### config.mk
export PLATFORM = sky130hd
export DESIGN_NAME = i2c_sampled_slave_receiver_flat
export DESIGN_NICKNAME = d
export VERILOG_FILES = /design/src/design/i2cssr_pkg.sv /design/src/design/i2cssr_if.sv /design/src/design/i2cssr_cfg.sv /design/src/design/i2cssr_core.sv /design/src/design/i2c_sampled_slave_receiver.sv /design/src/flat_wrapper.sv
export SDC_FILE = /design/constraint.sdc
export NUM_CORES = 1
export LEC_CHECK = 0
export BUFFER_PORTS_ARGS = -buffer_cell sky130_fd_sc_hd__buf_2
export CORE_ASPECT_RATIO = 0.8
export CORE_UTILIZATION = 30
export CTS_BUF_LIST = sky130_fd_sc_hd__clkbuf_4
export DETAILED_ROUTE_END_ITERATION = 16
export GPL_TIMING_DRIVEN = 0
export SLEW_MARGIN = 20
export SYNTH_ARGS = -nofsm -noshare
export SYNTH_HDL_FRONTEND = slang
export SYNTH_HIERARCHICAL = 1
export SYNTH_SLANG_ARGS = --single-unit
### constraint.sdc
create_clock -name clk -period 7.4 [get_ports clk]
set_input_delay 1.48 -clock clk [delete_from_list [all_inputs] [get_ports clk]]
set_output_delay 1.48 -clock clk [all_outputs]
set_load 0.02 [all_outputs]
### src/design/i2cssr_pkg.sv
// Package with the types, codes and constants of the sampled I2C slave receiver.
`timescale 1ns / 1ps

package i2cssr_pkg;

  localparam int unsigned AddrW   = 8;
  localparam int unsigned IdleW   = 8;
  localparam int unsigned StartW  = 20;
  localparam int unsigned BitToW  = 9;
  localparam int unsigned CfgW    = 20;
  localparam int unsigned CfgIdxW = 2;
  localparam int unsigned EventW  = 3;

  localparam logic [AddrW-1:0]  OwnAddressRst   = 8'h20;
  localparam logic [IdleW-1:0]  IdleSamplesRst  = 8'd15;
  localparam logic [StartW-1:0] StartTimeoutRst = 20'd640000;
  localparam logic [BitToW-1:0] BitTimeoutRst   = 9'd300;

  localparam logic [StartW-1:0] WaitMax  = 20'hFFFFF;
  localparam logic [BitToW-1:0] TimerMax = 9'h1FF;
  localparam logic [7:0]        IndexMax = 8'hFF;

  typedef enum logic [CfgIdxW-1:0] {
    REG_OWN_ADDRESS   = 2'd0,
    REG_IDLE_SAMPLES  = 2'd1,
    REG_START_TIMEOUT = 2'd2,
    REG_BIT_TIMEOUT   = 2'd3
  } reg_idx_t;

  typedef enum logic [EventW-1:0] {
    EV_NONE     = 3'd0,
    EV_BYTE     = 3'd1,
    EV_STOP     = 3'd2,
    EV_WRONG    = 3'd3,
    EV_START_TO = 3'd4,
    EV_BIT_TO   = 3'd5
  } event_t;

  typedef enum logic [6:0] {
    PH_IDLE     = 7'b0000001,
    PH_ARMED    = 7'b0000010,
    PH_WAIT_SCL = 7'b0000100,
    PH_GET_BIT  = 7'b0001000,
    PH_ACK_FALL = 7'b0010000,
    PH_ACK_RISE = 7'b0100000,
    PH_ACK_END  = 7'b1000000
  } phase_t;

  typedef struct packed {
    logic [AddrW-1:0]  own_address;
    logic [IdleW-1:0]  idle_samples;
    logic [StartW-1:0] start_timeout;
    logic [BitToW-1:0] bit_timeout;
  } cfg_t;

  typedef struct packed {
    logic [EventW-1:0] event_res;
    logic [7:0]        data_byte;
    logic [7:0]        byte_index;
    logic              sda_drive_low;
  } result_t;

endpackage

### src/design/i2cssr_if.sv
// Interfaces of the sample input channel and the result channel.
`timescale 1ns / 1ps

interface i2cssr_in_if;
  logic valid;
  logic ready;
  logic sda_sample;
  logic scl_sample;

  modport source (output valid, output sda_sample, output scl_sample, input ready);
  modport sink (input valid, input sda_sample, input scl_sample, output ready);
endinterface

interface i2cssr_out_if;
  logic       valid;
  logic       ready;
  logic [2:0] event_res;
  logic [7:0] data_byte;
  logic [7:0] byte_index;
  logic       sda_drive_low;

  modport source (output valid, output event_res, output data_byte, output byte_index,
                  output sda_drive_low, input ready);
  modport sink (input valid, input event_res, input data_byte, input byte_index,
                input sda_drive_low, output ready);
endinterface

### src/design/i2cssr_cfg.sv
// Configuration register bank of the sampled I2C slave receiver.
`timescale 1ns / 1ps

module i2cssr_cfg (
  input  logic                                clk,
  input  logic                                rst_n,
  input  logic                                cfg_we,
  input  logic [i2cssr_pkg::CfgIdxW-1:0]      cfg_index,
  input  logic [i2cssr_pkg::CfgW-1:0]         cfg_wdata,
  output i2cssr_pkg::cfg_t                    cfg
);

  i2cssr_pkg::cfg_t cfg_r;
  i2cssr_pkg::cfg_t cfg_nxt;

  always_comb begin
    cfg_nxt = cfg_r;
    if (cfg_we) begin
      case (i2cssr_pkg::reg_idx_t'(cfg_index))
        i2cssr_pkg::REG_OWN_ADDRESS:   cfg_nxt.own_address = cfg_wdata[i2cssr_pkg::AddrW-1:0];
        i2cssr_pkg::REG_IDLE_SAMPLES:  cfg_nxt.idle_samples = cfg_wdata[i2cssr_pkg::IdleW-1:0];
        i2cssr_pkg::REG_START_TIMEOUT: cfg_nxt.start_timeout = cfg_wdata[i2cssr_pkg::StartW-1:0];
        i2cssr_pkg::REG_BIT_TIMEOUT:   cfg_nxt.bit_timeout = cfg_wdata[i2cssr_pkg::BitToW-1:0];
        default: cfg_nxt = cfg_r;
      endcase
    end
  end

  always_ff @(posedge clk) begin
    if (!rst_n) begin
      cfg_r.own_address   <= i2cssr_pkg::OwnAddressRst;
      cfg_r.idle_samples  <= i2cssr_pkg::IdleSamplesRst;
      cfg_r.start_timeout <= i2cssr_pkg::StartTimeoutRst;
      cfg_r.bit_timeout   <= i2cssr_pkg::BitTimeoutRst;
    end else begin
      cfg_r <= cfg_nxt;
    end
  end

  assign cfg = cfg_r;

endmodule

### src/design/i2cssr_core.sv
// Bus state machine that advances by one line sample and forms that sample's result.
`timescale 1ns / 1ps

module i2cssr_core (
  input  logic                 clk,
  input  logic                 rst_n,
  input  logic                 step_en,
  input  logic                 sda,
  input  logic                 scl,
  input  i2cssr_pkg::cfg_t     cfg,
  output i2cssr_pkg::result_t  result
);

  i2cssr_pkg::phase_t                 phase_r, phase_nxt;
  logic [7:0]                         shift_byte_r, shift_byte_nxt;
  logic [3:0]                         bit_count_r, bit_count_nxt;
  logic [7:0]                         byte_count_r, byte_count_nxt;
  logic [i2cssr_pkg::StartW-1:0]      wait_counter_r, wait_counter_nxt;
  logic [i2cssr_pkg::BitToW-1:0]      phase_timer_r, phase_timer_nxt;
  logic                               prev_sda_r;
  logic                               ack_driving_r, ack_driving_nxt;

  logic [i2cssr_pkg::StartW-1:0]      wait_inc;
  logic [i2cssr_pkg::BitToW-1:0]      timer_inc;
  logic                               timer_expired;
  logic [7:0]                         shift_new;
  logic [3:0]                         bit_inc;
  logic [i2cssr_pkg::EventW-1:0]      event_nxt;
  logic [7:0]                         data_nxt;
  logic [7:0]                         index_nxt;

  assign wait_inc = (wait_counter_r < i2cssr_pkg::WaitMax) ? wait_counter_r + 1'b1
                                                           : wait_counter_r;
  assign timer_inc = (phase_timer_r < i2cssr_pkg::TimerMax) ? phase_timer_r + 1'b1
                                                            : phase_timer_r;
  assign timer_expired = timer_inc > cfg.bit_timeout;
  assign shift_new = {shift_byte_r[6:0], sda};
  assign bit_inc = bit_count_r + 1'b1;

  always_comb begin
    phase_nxt        = phase_r;
    shift_byte_nxt   = shift_byte_r;
    bit_count_nxt    = bit_count_r;
    byte_count_nxt   = byte_count_r;
    wait_counter_nxt = wait_counter_r;
    phase_timer_nxt  = phase_timer_r;
    ack_driving_nxt  = ack_driving_r;
    event_nxt        = i2cssr_pkg::EV_NONE;
    data_nxt         = 8'd0;
    index_nxt        = 8'd0;

    case (phase_r)
      i2cssr_pkg::PH_IDLE: begin
        if (sda && scl) begin
          wait_counter_nxt = wait_inc;
          if (wait_inc > {{(i2cssr_pkg::StartW - i2cssr_pkg::IdleW){1'b0}}, cfg.idle_samples})
          begin
            shift_byte_nxt   = 8'd0;
            bit_count_nxt    = 4'd0;
            byte_count_nxt   = 8'd0;
            wait_counter_nxt = '0;
            phase_nxt        = i2cssr_pkg::PH_ARMED;
          end
        end
      end
      i2cssr_pkg::PH_ARMED: begin
        if (!scl) begin
          phase_nxt        = i2cssr_pkg::PH_IDLE;
          wait_counter_nxt = '0;
          phase_timer_nxt  = '0;
          ack_driving_nxt  = 1'b0;
        end else if (!sda) begin
          wait_counter_nxt = '0;
          phase_nxt        = i2cssr_pkg::PH_WAIT_SCL;
        end else begin
          wait_counter_nxt = wait_inc;
          if (wait_inc > cfg.start_timeout) begin
            event_nxt        = i2cssr_pkg::EV_START_TO;
            phase_nxt        = i2cssr_pkg::PH_IDLE;
            wait_counter_nxt = '0;
            phase_timer_nxt  = '0;
            ack_driving_nxt  = 1'b0;
          end
        end
      end
      i2cssr_pkg::PH_WAIT_SCL: begin
        if (!scl) begin
          phase_nxt = i2cssr_pkg::PH_GET_BIT;
        end else if (sda && !prev_sda_r) begin
          event_nxt        = i2cssr_pkg::EV_STOP;
          phase_nxt        = i2cssr_pkg::PH_IDLE;
          wait_counter_nxt = '0;
          phase_timer_nxt  = '0;
          ack_driving_nxt  = 1'b0;
        end
      end
      i2cssr_pkg::PH_GET_BIT: begin
        if (scl) begin
          shift_byte_nxt = shift_new;
          bit_count_nxt  = bit_inc;
          phase_nxt      = i2cssr_pkg::PH_WAIT_SCL;
          if (bit_inc > 4'd7) begin
            data_nxt       = shift_new;
            shift_byte_nxt = 8'd0;
            bit_count_nxt  = 4'd0;
            if (byte_count_r == 8'd0 && shift_new != cfg.own_address) begin
              event_nxt        = i2cssr_pkg::EV_WRONG;
              phase_nxt        = i2cssr_pkg::PH_IDLE;
              wait_counter_nxt = '0;
              phase_timer_nxt  = '0;
              ack_driving_nxt  = 1'b0;
            end else begin
              event_nxt       = i2cssr_pkg::EV_BYTE;
              index_nxt       = byte_count_r;
              byte_count_nxt  = (byte_count_r < i2cssr_pkg::IndexMax) ? byte_count_r + 1'b1
                                                                       : byte_count_r;
              phase_timer_nxt = '0;
              phase_nxt       = i2cssr_pkg::PH_ACK_FALL;
            end
          end
        end
      end
      i2cssr_pkg::PH_ACK_FALL, i2cssr_pkg::PH_ACK_END: begin
        if (scl) begin
          phase_timer_nxt = timer_inc;
          if (timer_expired) begin
            event_nxt        = i2cssr_pkg::EV_BIT_TO;
            phase_nxt        = i2cssr_pkg::PH_IDLE;
            wait_counter_nxt = '0;
            phase_timer_nxt  = '0;
            ack_driving_nxt  = 1'b0;
          end
        end else begin
          phase_timer_nxt = '0;
          if (phase_r == i2cssr_pkg::PH_ACK_FALL) begin
            ack_driving_nxt = 1'b1;
            phase_nxt       = i2cssr_pkg::PH_ACK_RISE;
          end else begin
            ack_driving_nxt = 1'b0;
            phase_nxt       = i2cssr_pkg::PH_WAIT_SCL;
          end
        end
      end
      i2cssr_pkg::PH_ACK_RISE: begin
        if (!scl) begin
          phase_timer_nxt = timer_inc;
          if (timer_expired) begin
            event_nxt        = i2cssr_pkg::EV_BIT_TO;
            phase_nxt        = i2cssr_pkg::PH_IDLE;
            wait_counter_nxt = '0;
            phase_timer_nxt  = '0;
            ack_driving_nxt  = 1'b0;
          end
        end else begin
          phase_timer_nxt = '0;
          phase_nxt       = i2cssr_pkg::PH_ACK_END;
        end
      end
      default: begin
        phase_nxt        = i2cssr_pkg::PH_IDLE;
        wait_counter_nxt = '0;
        phase_timer_nxt  = '0;
        ack_driving_nxt  = 1'b0;
      end
    endcase
  end

  always_ff @(posedge clk) begin
    if (!rst_n) begin
      phase_r        <= i2cssr_pkg::PH_IDLE;
      shift_byte_r   <= 8'd0;
      bit_count_r    <= 4'd0;
      byte_count_r   <= 8'd0;
      wait_counter_r <= '0;
      phase_timer_r  <= '0;
      prev_sda_r     <= 1'b0;
      ack_driving_r  <= 1'b0;
    end else if (step_en) begin
      phase_r        <= phase_nxt;
      shift_byte_r   <= shift_byte_nxt;
      bit_count_r    <= bit_count_nxt;
      byte_count_r   <= byte_count_nxt;
      wait_counter_r <= wait_counter_nxt;
      phase_timer_r  <= phase_timer_nxt;
      prev_sda_r     <= sda;
      ack_driving_r  <= ack_driving_nxt;
    end
  end

  assign result.event_res     = event_nxt;
  assign result.data_byte     = data_nxt;
  assign result.byte_index    = index_nxt;
  assign result.sda_drive_low = ack_driving_nxt;

endmodule

### src/design/i2c_sampled_slave_receiver.sv
// Top level of the sampled I2C slave receiver.
`timescale 1ns / 1ps

// The block takes one word per SDA/SCL sample pair on the in_chan channel and
// returns exactly one result word per sample on out_chan: an event code, the
// received byte and its position in the frame, and the acknowledge drive level.
// The user writes configuration through cfg_we, cfg_index and cfg_wdata only
// while the block is idle, which the block does not enforce; register 0 is
// the own address, 1 the idle sample count, 2 start and 3 bit timeout.
// A sample is processed in the cycle it is accepted and its result is held in
// the output register from the next cycle on; the throughput is one word per
// cycle while out_chan does not stall. The bus state and the output register
// are the only loop of the sample path, and both update in the same cycle.
// A synchronous reset with rst_n low puts the bus state machine into idle wait,
// loads the register reset values and empties the output register.
// When the receiver stalls, the result stays in the output register and
// in_chan.ready drops until it is taken; no sample is lost or dropped.

module i2c_sampled_slave_receiver (
  input  logic                            clk,
  input  logic                            rst_n,
  i2cssr_in_if.sink                       in_chan,
  i2cssr_out_if.source                    out_chan,
  input  logic                            cfg_we,
  input  logic [i2cssr_pkg::CfgIdxW-1:0]  cfg_index,
  input  logic [i2cssr_pkg::CfgW-1:0]     cfg_wdata
);

  i2cssr_pkg::cfg_t     cfg;
  i2cssr_pkg::result_t  result;
  i2cssr_pkg::result_t  result_r;
  logic                 out_valid_r;
  logic                 in_ready;
  logic                 step_en;

  assign in_ready = !out_valid_r || out_chan.ready;
  assign step_en  = in_chan.valid && in_ready;

  i2cssr_cfg u_cfg (
    .clk       (clk),
    .rst_n     (rst_n),
    .cfg_we    (cfg_we),
    .cfg_index (cfg_index),
    .cfg_wdata (cfg_wdata),
    .cfg       (cfg)
  );

  i2cssr_core u_core (
    .clk     (clk),
    .rst_n   (rst_n),
    .step_en (step_en),
    .sda     (in_chan.sda_sample),
    .scl     (in_chan.scl_sample),
    .cfg     (cfg),
    .result  (result)
  );

  always_ff @(posedge clk) begin
    if (!rst_n) begin
      out_valid_r <= 1'b0;
    end else if (step_en) begin
      out_valid_r <= 1'b1;
    end else if (out_chan.ready) begin
      out_valid_r <= 1'b0;
    end
  end

  always_ff @(posedge clk) begin
    if (step_en) begin
      result_r <= result;
    end
  end

  assign in_chan.ready          = in_ready;
  assign out_chan.valid         = out_valid_r;
  assign out_chan.event_res     = result_r.event_res;
  assign out_chan.data_byte     = result_r.data_byte;
  assign out_chan.byte_index    = result_r.byte_index;
  assign out_chan.sda_drive_low = result_r.sda_drive_low;

endmodule

### src/flat_wrapper.sv
// flat-port wrapper written by rule: the top's interface ports become plain ports
module i2c_sampled_slave_receiver_flat 
  (clk, rst_n, cfg_we, cfg_index, cfg_wdata, in_chan_valid, in_chan_sda_sample, in_chan_scl_sample, in_chan_ready, out_chan_valid, out_chan_event_res, out_chan_data_byte, out_chan_byte_index, out_chan_sda_drive_low, out_chan_ready);
  i2cssr_in_if in_chan_i ();
  i2cssr_out_if out_chan_i ();
  input  logic clk;
  input  logic rst_n;
  input  logic cfg_we;
  input  logic [i2cssr_pkg::CfgIdxW-1:0] cfg_index;
  input  logic [i2cssr_pkg::CfgW-1:0] cfg_wdata;
  input wire logic [$bits(in_chan_i.valid)-1:0] in_chan_valid;
  input wire logic [$bits(in_chan_i.sda_sample)-1:0] in_chan_sda_sample;
  input wire logic [$bits(in_chan_i.scl_sample)-1:0] in_chan_scl_sample;
  output wire logic [$bits(in_chan_i.ready)-1:0] in_chan_ready;
  output wire logic [$bits(out_chan_i.valid)-1:0] out_chan_valid;
  output wire logic [$bits(out_chan_i.event_res)-1:0] out_chan_event_res;
  output wire logic [$bits(out_chan_i.data_byte)-1:0] out_chan_data_byte;
  output wire logic [$bits(out_chan_i.byte_index)-1:0] out_chan_byte_index;
  output wire logic [$bits(out_chan_i.sda_drive_low)-1:0] out_chan_sda_drive_low;
  input wire logic [$bits(out_chan_i.ready)-1:0] out_chan_ready;
  assign in_chan_i.valid = in_chan_valid;
  assign in_chan_i.sda_sample = in_chan_sda_sample;
  assign in_chan_i.scl_sample = in_chan_scl_sample;
  assign in_chan_ready = in_chan_i.ready;
  assign out_chan_valid = out_chan_i.valid;
  assign out_chan_event_res = out_chan_i.event_res;
  assign out_chan_data_byte = out_chan_i.data_byte;
  assign out_chan_byte_index = out_chan_i.byte_index;
  assign out_chan_sda_drive_low = out_chan_i.sda_drive_low;
  assign out_chan_i.ready = out_chan_ready;
  i2c_sampled_slave_receiver u_core (.clk(clk), .rst_n(rst_n), .in_chan(in_chan_i), .out_chan(out_chan_i), .cfg_we(cfg_we), .cfg_index(cfg_index), .cfg_wdata(cfg_wdata));
endmodule
==> results of run 1 <==
-- metrics by stage --
step,hold WS [ns],cells,util,power (W),cell area (µm²)
finish,0.465,1284,0.347,0.00135,8530
CTS,0.468,1284,0.347,0.00137,8530
floorplan,0.435,884,-,0.000785,7560
detailed placement,0.448,1252,0.334,0.000824,8210
global placement,0.445,1252,0.334,0.000822,8210
global route,0.485,1284,0.347,0.00141,8530
-- critical path: stages (launching register included) --
cell and delay (ns):
dfxtp_1 0.42, ha_1 0.30, nand4_4 0.18, or4_4 0.56, nor2_1 0.37, nor2_1 0.13
and4_2 0.26, xor2_1 0.36, ha_1 0.22, nand4_1 0.14, nor4_1 0.61, o21ai_0 0.27
nand3_1 0.19, o21ai_0 0.30, a21oi_2 0.43, clkbuf_1 0.44, o21ai_0 0.16
-- cell usage in the layout (no fill, tap or decap), types with 16 or more instances in the layout --
cell type and instances:
a21oi_1 32, and2_1 16, buf_2 63, clkbuf_1 21
clkbuf_4 19, dfxtp_1 103, edfxtp_1 20, ha_1 42
inv_1 68, mux2i_1 50, nand2_1 112, nand3_1 41
nand4_1 21, nor2_1 49, nor2b_1 18, nor3_1 16
o21ai_0 40, xnor2_1 20
-- area by class of cell --
class / count / area (µm²)
Inverter: 69 / 259
Sequential cell: 123 / 2660
Tap cell: 318 / 398
Clock buffer: 19 / 143
Timing Repair Buffer: 50 / 250
Fill cell: 2559 / 16000
Multi-Input combinational cell: 647 / 4410
Clock inverter: 13 / 174
Buffer: 45 / 231
-- where the power goes --
group          total [W]  leakage, nW  switching [W]  internal, W
registers       0.000701         1.03     0.00000717     0.000694
logic           0.000107         2.34      0.0000700    0.0000373
clock network   0.000543        0.167       0.000271     0.000273
total            0.00135         3.54       0.000348      0.00100
-- cell families after synthesis --
| kind of cell | synth area share |
|---|---|
| XOR/XNOR | 0.0301 |
| multiplexers | 0.0677 |
| AND/OR/NAND/NOR | 0.273 |
| buffers and inverters | 0.0649 |
| AO/OA/AOI/OAI | 0.143 |
| flip-flops | 0.352 |
| adder cells (fa/ha/maj) | 0.0695 |
-- sequential cells by signal, indices dropped and copies added, names as in the netlist, 3 cells and up --
| signal | flops |
|---|---|
| u_core/out_chan.byte_index | 8 |
| u_core/out_chan.data_byte | 8 |
| u_core/out_chan.event_res | 3 |
| u_core/u_cfg/cfg | 45 |
| u_core/u_core/bit_count_r | 4 |
| u_core/u_core/byte_count_r | 8 |
| u_core/u_core/phase_r | 7 |
| u_core/u_core/phase_timer_r | 9 |
| u_core/u_core/shift_byte_r | 7 |
| u_core/u_core/wait_counter_r | 20 |
-- synth_stat cells, types with 18 or more instances --
library cell / number / share of area
a21oi_1: 32 / 0.021
clkbuf_1: 21 / 0.010
dfxtp_1: 103 / 0.27
edfxtp_1: 20 / 0.079
ha_1: 42 / 0.070
inv_1: 68 / 0.034
mux2i_1: 50 / 0.066
nand2_1: 112 / 0.056
nand3_1: 41 / 0.027
nand4_1: 21 / 0.017
nor2_1: 49 / 0.024
nor2b_1: 18 / 0.015
o21ai_0: 40 / 0.026
xnor2_1: 20 / 0.023
-- worst min-delay path by stage --
stage,start,endpoint,slack [ns],depth (start not counted)
final,u_core/u_cfg/cfg[21]$_SDFFE_PN0P_,u_core/u_cfg/cfg[21]$_SDFFE_PN0P_,0.47,2
after global routing,u_core/u_cfg/cfg[11]$_SDFFE_PN0P_,u_core/u_cfg/cfg[11]$_SDFFE_PN0P_,0.48,2
after CTS,u_core/u_cfg/cfg[16]$_SDFFE_PN0P_,u_core/u_cfg/cfg[16]$_SDFFE_PN0P_,0.47,2
after detailed placement,u_core/u_cfg/cfg[16]$_SDFFE_PN0P_,u_core/u_cfg/cfg[16]$_SDFFE_PN0P_,0.45,2
after global placement,u_core/u_cfg/cfg[18]$_SDFFE_PN0P_,u_core/u_cfg/cfg[18]$_SDFFE_PN0P_,0.44,2
after floorplan,u_core/u_cfg/cfg[10]$_SDFFE_PN0P_,u_core/u_cfg/cfg[10]$_SDFFE_PN0P_,0.43,2
-- routing by layer --
layer / share of wire / global-route usage
met1: 0.53 / 0.236
met2: 0.41 / 0.235
met3: 0.044 / 0.0247
met4: 0.0091 / 0.0417
met5: 0 / 0
==> results.md, run 1 <==
- Slew Limit Fails: 0
- Vias per std cell: roughly 5.1
- Fraction of registers with async set/reset: 0
- EDFF count, synth: 20
- Vias in the first global route: around 6000
- DR pass1 iterations: 13
- Final WS setup: 1.93 ns
- Final Hold Fails: 0
- DIE HEIGHT: between 100 and 150 µm
- Relative slew slack: 0.371
- Row count: 51
- Worst Path Max Fanout: 10
- # setup viols final: 0
- Measured slew at the worst slew-check pin: roughly 0.94 ns
- Clock latency on the worst-skew pair: 0.55 ns
- Fin nets: around 1000
- CP endpoint: u_core/u_core/wait_counter_r[2]$_SDFFE_PN0P_
- Unrepaired setup endpoints after global routing: false
- Number of DRC markers in iteration 0: 452
- Count of different cell masters after synthesis: 86
- Synth Cell Area: around 0.0076 mm²
- Worst endpoint data arrival time: 5.87 ns
- Clock Root Buffer: clkbuf_4
- Mean Syn Cell Area: 8.55 µm²
- Reg2reg start: u_core/u_core/wait_counter_r[1]$_SDFFE_PN0P_
- Gpl congestion: 0.913
- Tmin final: 5.47 ns
- First-pass GRT wire length: 32.4 mm
- Reg2reg end: u_core/u_core/wait_counter_r[2]$_SDFFE_PN0P_
- Failing checks: design-rule violations
- DP Wirelength: 15.1 mm
- Synth warn: 6
- Wire per inst: 15.6 µm
- P_leak: roughly 3.5 nW
- Number of hold buffers added after CTS: 0
- Drt drc: 2
- Total track usage: 0.158
- Critical path capture point type: flip-flop
- CTS tree: yes
- Ys flop type: dfxtp_1
- Clock tree buffer depth: 2
- Total Wirelength: 20.0 mm
- Power Density: 159 mW/mm²
- Core Region: 0.0246 mm²
- Clk slew on worst S/H paths: 0.13 ns
- Seq/Total Area, Yosys: 0.352
- Initial Utilization: 0.308
- Pre-CTS setup slack: 2.02 ns
- Critical Path RT: 7.80 ns
- Die Wd: 179 µm
- CTS Sinks: 123
- Synthesized instance count: around 880
- Clock skew: around 0.029 ns
- GR Overflow Total: 0
- Initial antenna violation count: 0
- Top Ports: 51
- CTS Buf Count: 17
- Post-DRT Antenna Nets: 0
- Worst Reg-to-Reg Cells: 16
- Crit path launch type: flip-flop
- Status: finished, violations left
- Hold WC Path Type: flip-flop to flip-flop
- H-Tree Depth: 4
- Worst setup path startpoint: u_core/u_core/wait_counter_r[1]$_SDFFE_PN0P_
- Period utilization: 0.739
- ANT cells: 0
- Seq cells post-synth: 123
- CTS resizes: 0
- Die footprint: 0.0258 mm²
- FMAX: 0.183 GHz
- Syn Nets: 955
- Number of buffers added on ports: 50
- Vias: 6579
- Maximum VDD drop: 71.7 µV
- Largest net degree at the start of global routing: 29
- Buffer count from post-CTS setup fixing: 0
- Layout cell share with drive strength beyond 1: 0.145
- Max Cap Violations: 0
- CP Class: flip-flop to flip-flop
- Reg2reg setup slack: 1.93 ns
- Layout area overhead: 12.8%
- Total negative slack: 0 ns
No activity file was read; power rests on OpenSTA's default activity.
==> inputs of run 2 (changes only) <==
- clock period: 7.4 -> 4.7 ns (I/O delays scaled with it)
==> run 2 against run 1 <==
Effect of this change: final cell count is 0.23% higher; maximum frequency is 23% higher; the flow still finishes with violations (design-rule violations); global-route usage hardly changed; non-clock buffer count is 3 higher; die area stayed put; setup slack worse by 1.7 ns; routed wire length is 0.32% higher; hold slack hardly changed; sequential share of layout area is 0.24 points lower; core utilization is 0.26 points higher; via count is 0.67% higher.
==> results.md, run 2 (synthesized netlist as in run 1, its figures left out) <==
- CTS Buf Count: 17 (unchanged)
- ANT cells: 0 (unchanged)
- Worst Path Max Fanout: 7 (-3)
- Clk slew on worst S/H paths: 0.13 ns (about the same)
- Top Ports: 51 (unchanged)
- Vias: 6623 (+0.67%)
- Maximum VDD drop: 113 µV (+57%)
- Largest net degree at the start of global routing: 29 (unchanged)
- First-pass GRT wire length: 32.5 mm (+0.10%)
- Row count: 51 (unchanged)
- Reg2reg end: u_core/u_core/wait_counter_r[4]$_SDFFE_PN0P_
- Layout area overhead: 13.6%
- Fin nets: 1027 (+0.29%)
- DP Wirelength: 15.1 mm (unchanged)
- Critical path capture point type: flip-flop
- P_leak: 3.56 nW (+0.62%)
- Wire per inst: 15.6 µm (about the same)
- Initial antenna violation count: 0 (unchanged)
- Failing checks: design-rule violations
- Critical Path RT: 5.14 ns (-2.66 ns)
- GR Overflow Total: 0 (unchanged)
- Reg2reg setup slack: 0.24 ns (-1.69 ns)
- Hold WC Path Type: flip-flop to flip-flop
- Die footprint: 0.0258 mm² (unchanged)
- Power Density: 248 mW/mm² (+56%)
- Fin cells: 1287 (+0.23%)
- Worst Reg-to-Reg Cells: 18 (+2)
- CTS tree: yes
- Critical Path Slowest Stage Cell: or4_4
- Post-DRT Antenna Nets: 0 (unchanged)
- Final Hold Fails: 0 (unchanged)
- Delay-heaviest family, CP: simple AND/OR/NAND/NOR gates
- Total Wirelength: 20.1 mm (+0.32%)
- Vias per std cell: 5.15 (+0.43%)
- Status: finished, violations left
- DR pass1 iterations: 12 (-1)
- Initial Utilization: 0.308 (unchanged)
- Fin util: 0.350 (+0.00265)
- CP endpoint: u_core/u_core/wait_counter_r[4]$_SDFFE_PN0P_
- Gpl congestion: 0.913 (unchanged)
- Clock skew: 0.0286 ns (-0.000341 ns)
- CP Cell Sequence: ha_1, nand4_4, or4_4, nor2_4, nor2_1, and4_2, xor2_2, ha_1, a21oi_1, o21ai_0, a221oi_1, nand3_1, o21ai_1, a21oi_2, buf_4, buf_4, o21a_1, o32ai_1
- Crit path launch type: flip-flop
- FMAX: 0.224 GHz (+23%)
- Core Region: 0.0246 mm² (unchanged)
- Vias in the first global route: 6045 (+0.18%)
- Tmin final: 4.46 ns (-1.01 ns)
- Slew Limit Fails: 0 (unchanged)
- Commonest cells after routing, fill and taps aside: 112 x nand2_1, 103 x dfxtp_1, 68 x inv_1
- Max Cap Violations: 0 (unchanged)
- Clock Root Buffer: clkbuf_4
- Worst endpoint data arrival time: 4.89 ns (-0.98 ns)
- Levels on crit path: 18 (+2)
- Measured slew at the worst slew-check pin: 0.924 ns (-0.0119 ns)
- Die Wd: 179 µm (unchanged)
- Drt drc: 2 (unchanged)
- Layout cell share with drive strength beyond 1: 0.154 (+0.00884)
- Number of buffers added on ports: 50 (unchanged)
- Relative slew slack: 0.379 (+0.00801)
- Worst setup path startpoint: u_core/u_core/wait_counter_r[0]$_SDFFE_PN0P_
- Total placed cells including tap cells: 1252 (unchanged)
- # setup viols final: 0 (unchanged)
- CP Class: flip-flop to flip-flop
- Most common cell after layout, fill and taps aside: nand2_1
- Period utilization: 0.949 (+0.210)
- Buffers & Inverters on Critical Path: 2 (+1)
- Clock tree buffer depth: 2 (unchanged)
- CP peak stage delay: 0.58 ns (-0.03 ns)
- CTS Sinks: 123 (unchanged)
- Clock latency on the worst-skew pair: 0.55 ns (about the same)
- Total track usage: 0.159 (+0.000333)
- Number of DRC markers in iteration 0: 451 (-0.22%)
- H-Tree Depth: 4 (unchanged)
- Max FFs per register: 45 (unchanged)
- DIE HEIGHT: 144 µm (unchanged)
- Reg2reg start: u_core/u_core/wait_counter_r[0]$_SDFFE_PN0P_
run 2: changes by cell type in the layout (fill, tap and decap cells not counted), sizes merged:
| cell | previous run | this run |
|---|---|---|
| buf | 73 | 76 |
run 2: timing repair:
action                     4_1_cts  5_1_grt
hold buffers                     0        0
setup buffers                    2        1
setup endpoints to repair       38       49
pin swaps                        0        1
gates resized for setup          3        7
run 2: how the worst min path moves through the flow:
stage,startpoint,to,slack [ns],depth (start not counted)
after floorplan,u_core/u_cfg/cfg[10]$_SDFFE_PN0P_,u_core/u_cfg/cfg[10]$_SDFFE_PN0P_,0.43,2
after global placement,u_core/u_cfg/cfg[18]$_SDFFE_PN0P_,u_core/u_cfg/cfg[18]$_SDFFE_PN0P_,0.44,2
after detailed placement,u_core/u_cfg/cfg[16]$_SDFFE_PN0P_,u_core/u_cfg/cfg[16]$_SDFFE_PN0P_,0.45,2
after CTS,u_core/u_cfg/cfg[16]$_SDFFE_PN0P_,u_core/u_cfg/cfg[16]$_SDFFE_PN0P_,0.47,2
after global routing,u_core/u_cfg/cfg[11]$_SDFFE_PN0P_,u_core/u_cfg/cfg[11]$_SDFFE_PN0P_,0.48,2
final,u_core/u_cfg/cfg[21]$_SDFFE_PN0P_,u_core/u_cfg/cfg[21]$_SDFFE_PN0P_,0.47,2
run 2: per-layer routing:
metal  wire length (µm)  share of wire  global-route usage
met1              10600           0.53               0.236
met2               8290           0.41               0.235
met3                975          0.049              0.0249
met4                196         0.0098              0.0431
met5                  0              0                   0
run 2: area by class of cell:
type | count | area, µm²
timing repair buffer | 53 | 273
sequential | 123 | 2660
inverter | 69 | 259
buffer | 45 | 233
clock inverter | 13 | 174
tap | 318 | 398
fill | 2558 | 16000
multi-input combinational | 647 | 4450
clock buffer | 19 | 143
run 2: power by group:
group / internal (W) / switching [W] / leakage [nW]
registers: 0.00109 / 0.0000113 / 1.03
logic: 0.0000588 / 0.000111 / 2.36
clock network: 0.000429 / 0.000426 / 0.167
total: 0.00158 / 0.000549 / 3.56
run 2: worst min-delay path, stage by stage, from the launching register on:
cell     delay, ns
dfxtp_1       0.33
nand2_1       0.05
mux2i_1       0.05
run 2: through the flow:
step           hold slack [ns]  setup TNS [ns]  worst slack [ns]  power, W  area [µm²]
3_3_place_gp             0.445          -13.66            -0.693   0.00129        8210
6_report                 0.465               0             0.241   0.00213        8590
3_5_place_dp             0.448          -13.23            -0.678   0.00130        8210
5_1_grt                  0.485         -0.0225           -0.0127   0.00223        8590
2_1_floorplan            0.435               0             0.614   0.00124        7560
4_1_cts                  0.468               0            0.0410   0.00216        8550
==> inputs of run 3 (changes only) <==
- ABC_AREA: not set -> 1
==> run 3 against run 2 <==
Effect of this change: highest routed layer unchanged; clock skew is 0.0022 ns lower; final cell count up 16%; the flow now finishes without violations; first-iteration DRC count up 32%; non-clock buffer count decreased by 15; synthesized cell count is 24% higher.
==> results.md, run 3 <==
- Die footprint: 0.0254 mm² (-1.8%)
- Seq cells post-synth: 123 (unchanged)
- Layout cell share with drive strength beyond 1: 0.124 (-0.0303)
- DP Wirelength: 15.1 mm (+0.33%)
- Placed cell area: 0.00810 mm² (-1.4%)
- Ys flop type: dfxtp_1
- DIE HEIGHT: 143 µm (-0.89%)
- Largest net degree at the start of global routing: 25 (-14%)
- Vias: 7047 (+6.4%)
- Max Cap Violations: 0 (unchanged)
- Hold WC Path Type: flip-flop to flip-flop
- P_leak: 3.97 nW (+12%)
- Row count: 51 (unchanged)
- Worst endpoint data arrival time: 4.56 ns (-0.33 ns)
- Number of buffers added on ports: 47 (-6.0%)
- Unrepaired setup endpoints after global routing: false
- Worst Reg-to-Reg Cells: 19 (+1)
- Initial antenna violation count: 1 (+1)
- Most common cell after layout, fill and taps aside: nand2_1
- Count of different cell masters after synthesis: 45 (-48%)
- Final WS setup: 0.628 ns (+0.387 ns)
- Clk pwr share: 0.227 (-0.175)
- CP Class: flip-flop to flip-flop
- Clock latency on the worst-skew pair: 0.56 ns (about the same)
- Synthesized instance count: 1094 (+24%)
- Clock Root Buffer: clkbuf_4
- Reg2reg setup slack: 0.63 ns (+0.39 ns)
- Top Ports: 51 (unchanged)
- Seq/Total Area, Yosys: 0.359 (+0.00641)
- Status: finished clean
- Most frequent cells after synthesis: 273 x nand2_1, 153 x nor2_1, 145 x inv_1
- CTS Buf Count: 17 (unchanged)
- Hold_sp: u_core/u_core/phase_timer_r[8]$_SDFFE_PN0P_
- Syn Nets: 1165 (+22%)
- FMAX: 0.246 GHz (+9.5%)
- Fraction of registers with async set/reset: 0 (unchanged)
- Sw power: 0.00162 W (+200%)
- Mean Syn Cell Area: 6.79 µm² (-21%)
- Maximum VDD drop: 192 µV (+70%)
- Measured slew at the worst slew-check pin: 0.941 ns (+0.0161 ns)
- Final Instance Area: 0.00842 mm² (-2.0%)
- Power Density: 448 mW/mm² (+81%)
- Max FFs per register: 45 (unchanged)
- Total Wirelength: 20.0 mm (-0.72%)
- DR pass1 iterations: 5 (-7)
- Die Wd: 178 µm (-0.89%)
- Crit path launch type: flip-flop
- Reg2reg start: u_core/u_core/wait_counter_r[0]$_SDFFE_PN0P_
- Power Total: 0.00377 W (+77%)
- GR Overflow Total: 0 (unchanged)
- Drt drc: 0 (-2)
- Most common cell in the netlist: nand2_1
- EDFF count, synth: 20 (unchanged)
- Wire per inst: 13.4 µm (-14%)
- Total track usage: 0.164 (+0.00570)
- Core Region: 0.0243 mm² (-1.0%)
- Tmin final: 4.07 ns (-0.387 ns)
- Critical Path RT: 5.19 ns (+0.05 ns)
- Synth Cell Area: 0.00743 mm² (-1.8%)
- Area leader, netlist: dfxtp_1
- Clock skew: 0.0265 ns (-0.00216 ns)
- Final Hold Fails: 0 (unchanged)
- Clock tree buffer depth: 2 (unchanged)
- Total negative slack: 0 ns (unchanged)
- Reg2reg end: u_core/u_core/byte_count_r[0]$_SDFFE_PN0P_
- Yosys top cell area share: 0.278 (+0.00496)
- Fin nets: 1232 (+20%)
- Synth warn: 6 (unchanged)
- Vias in the first global route: 6396 (+5.8%)
- CTS resizes: 0 (-3)
- Relative slew slack: 0.367 (-0.0118)
- Clk slew on worst S/H paths: 0.11 ns (-0.02 ns)
- Slew Limit Fails: 0 (unchanged)
- Number of DRC markers in iteration 0: 594 (+32%)
- Worst Path Max Fanout: 8 (+1)
- Combinational share of power: 0.419 (+0.339)
- CTS Sinks: 123 (unchanged)
- Layout area overhead: 13.4%
- Pint: 0.00215 W (+36%)
- CTS tree: yes
- Pre-CTS setup slack: 0.720 ns (+1.40 ns)
- Fin cells: 1493 (+16%)
- Sequential share of power: 0.354 (-0.165)
- Post-DRT Antenna Nets: 0 (unchanged)
- Gpl congestion: 0.939 (+2.8%)
- H-Tree Depth: 4 (unchanged)
- Period utilization: 0.866 (-0.0823)
- Synth area leaders: dfxtp_1 28%, nand2_1 14%, edfxtp_1 8.1%, nor2_1 7.7%, inv_1 7.3%
- Hold Path Stages: 2 (unchanged)
- Vias per std cell: 4.72 (-8.3%)
- Buffer count from post-CTS setup fixing: 0 (-2)
- Commonest cells after routing, fill and taps aside: 273 x nand2_1, 153 x nor2_1, 145 x inv_1
- Critical path capture point type: flip-flop
- Hold Path End: u_core/u_core/phase_timer_r[8]$_SDFFE_PN0P_
- # setup viols final: 0 (unchanged)
- Switching part of the total power: 0.429 (+0.172)
- Initial Utilization: 0.305 (-0.00233)
- Number of hold buffers added after CTS: 0 (unchanged)
- First-pass GRT wire length: 32.6 mm (+0.34%)
- Total placed cells including tap cells: 1460 (+17%)
run 3: cell types whose count changed in the layout (fill, tap and decap cells not counted), moves of 12 or more:
| cell | before | now |
|---|---|---|
| o211ai_1 | 13 | 1 |
| and3_1 | 13 | 1 |
| nor2_1 | 48 | 153 |
| inv_1 | 68 | 145 |
| nor2b_1 | 18 | 0 |
| mux2i_1 | 50 | 1 |
| a21oi_1 | 31 | 80 |
| nand3_1 | 41 | 75 |
| and2_1 | 16 | 0 |
| nand4_1 | 21 | 36 |
| nand2_1 | 112 | 273 |
| o21ai_0 | 38 | 24 |
run 3: cell type report:
cell class | count | area [µm²]
inverter | 158 | 593
multi-input combinational | 778 | 3990
clock buffer | 19 | 143
timing repair buffer | 48 | 263
sequential | 123 | 2660
tap | 318 | 398
clock inverter | 13 | 176
buffer | 35 | 193
antenna | 1 | 2.50
fill | 2631 | 15900
run 3: how the worst max path moves through the flow:
stage	start	to	cells past startpoint
after floorplan	in_chan_valid	u_core/u_core/wait_counter_r[18]$_SDFFE_PN0P_	11
after global placement	in_chan_valid	u_core/u_core/wait_counter_r[16]$_SDFFE_PN0P_	12
after detailed placement	u_core/u_core/wait_counter_r[0]$_SDFFE_PN0P_	u_core/u_core/byte_count_r[0]$_SDFFE_PN0P_	19
after global routing	u_core/u_core/wait_counter_r[0]$_SDFFE_PN0P_	u_core/u_core/byte_count_r[4]$_SDFFE_PN0P_	21
after CTS	u_core/u_core/wait_counter_r[0]$_SDFFE_PN0P_	u_core/u_core/byte_count_r[0]$_SDFFE_PN0P_	19
final	u_core/u_core/wait_counter_r[0]$_SDFFE_PN0P_	u_core/u_core/byte_count_r[0]$_SDFFE_PN0P_	19
run 3: worst max-delay path, cell delays in order (launching register included):
cell	delay [ns]
dfxtp_1	0.51
ha_1	0.30
nand3_1	0.17
nor2_2	0.23
nand4_1	0.16
nor3_1	0.33
nor3_1	0.08
a21oi_1	0.37
ha_1	0.33
a21oi_1	0.16
o21ai_0	0.12
nand3_1	0.10
nand3_1	0.08
nand2_1	0.16
nand3_1	0.14
nand2_1	0.09
inv_1	0.15
nand4_1	0.15
nand2_1	0.20
a21oi_1	0.17
run 3: kinds of logic after synthesis:
family	share of synthesized area
adder cells (fa/ha/maj)	0.0708
AND/OR/NAND/NOR	0.346
flip-flops	0.359
XOR/XNOR	0.0307
multiplexers	0.00135
buffers and inverters	0.106
AO/OA/AOI/OAI	0.0869
run 3: layer usage:
metal	share of wire	track usage	vias to the layer above	routed length, µm
met5	0	0	-	0
met4	0.016	0.0508	0	329
met3	0.056	0.0343	31	1110
met2	0.41	0.238	189	8240
met1	0.52	0.240	3172	10300
li1	-	-	3655	-
run 3: stage by stage:
stage                     utilization  hold slack [ns]
after detailed placement        0.333            0.457
after global routing            0.346            0.513
final                           0.346            0.477
after CTS                       0.346            0.477
after floorplan                     -            0.429
after global placement          0.331            0.442
run 3: power groups by stage:
stage	sequential [W]	clock (W)	combinational (W)
2_1_floorplan	0.00133	0	0.00116
3_3_place_gp	0.00136	0	0.00155
3_5_place_dp	0.00136	0	0.00156
4_1_cts	0.00133	0.000885	0.00157
5_1_grt	0.00136	0.000926	0.00178
6_report	0.00134	0.000857	0.00158
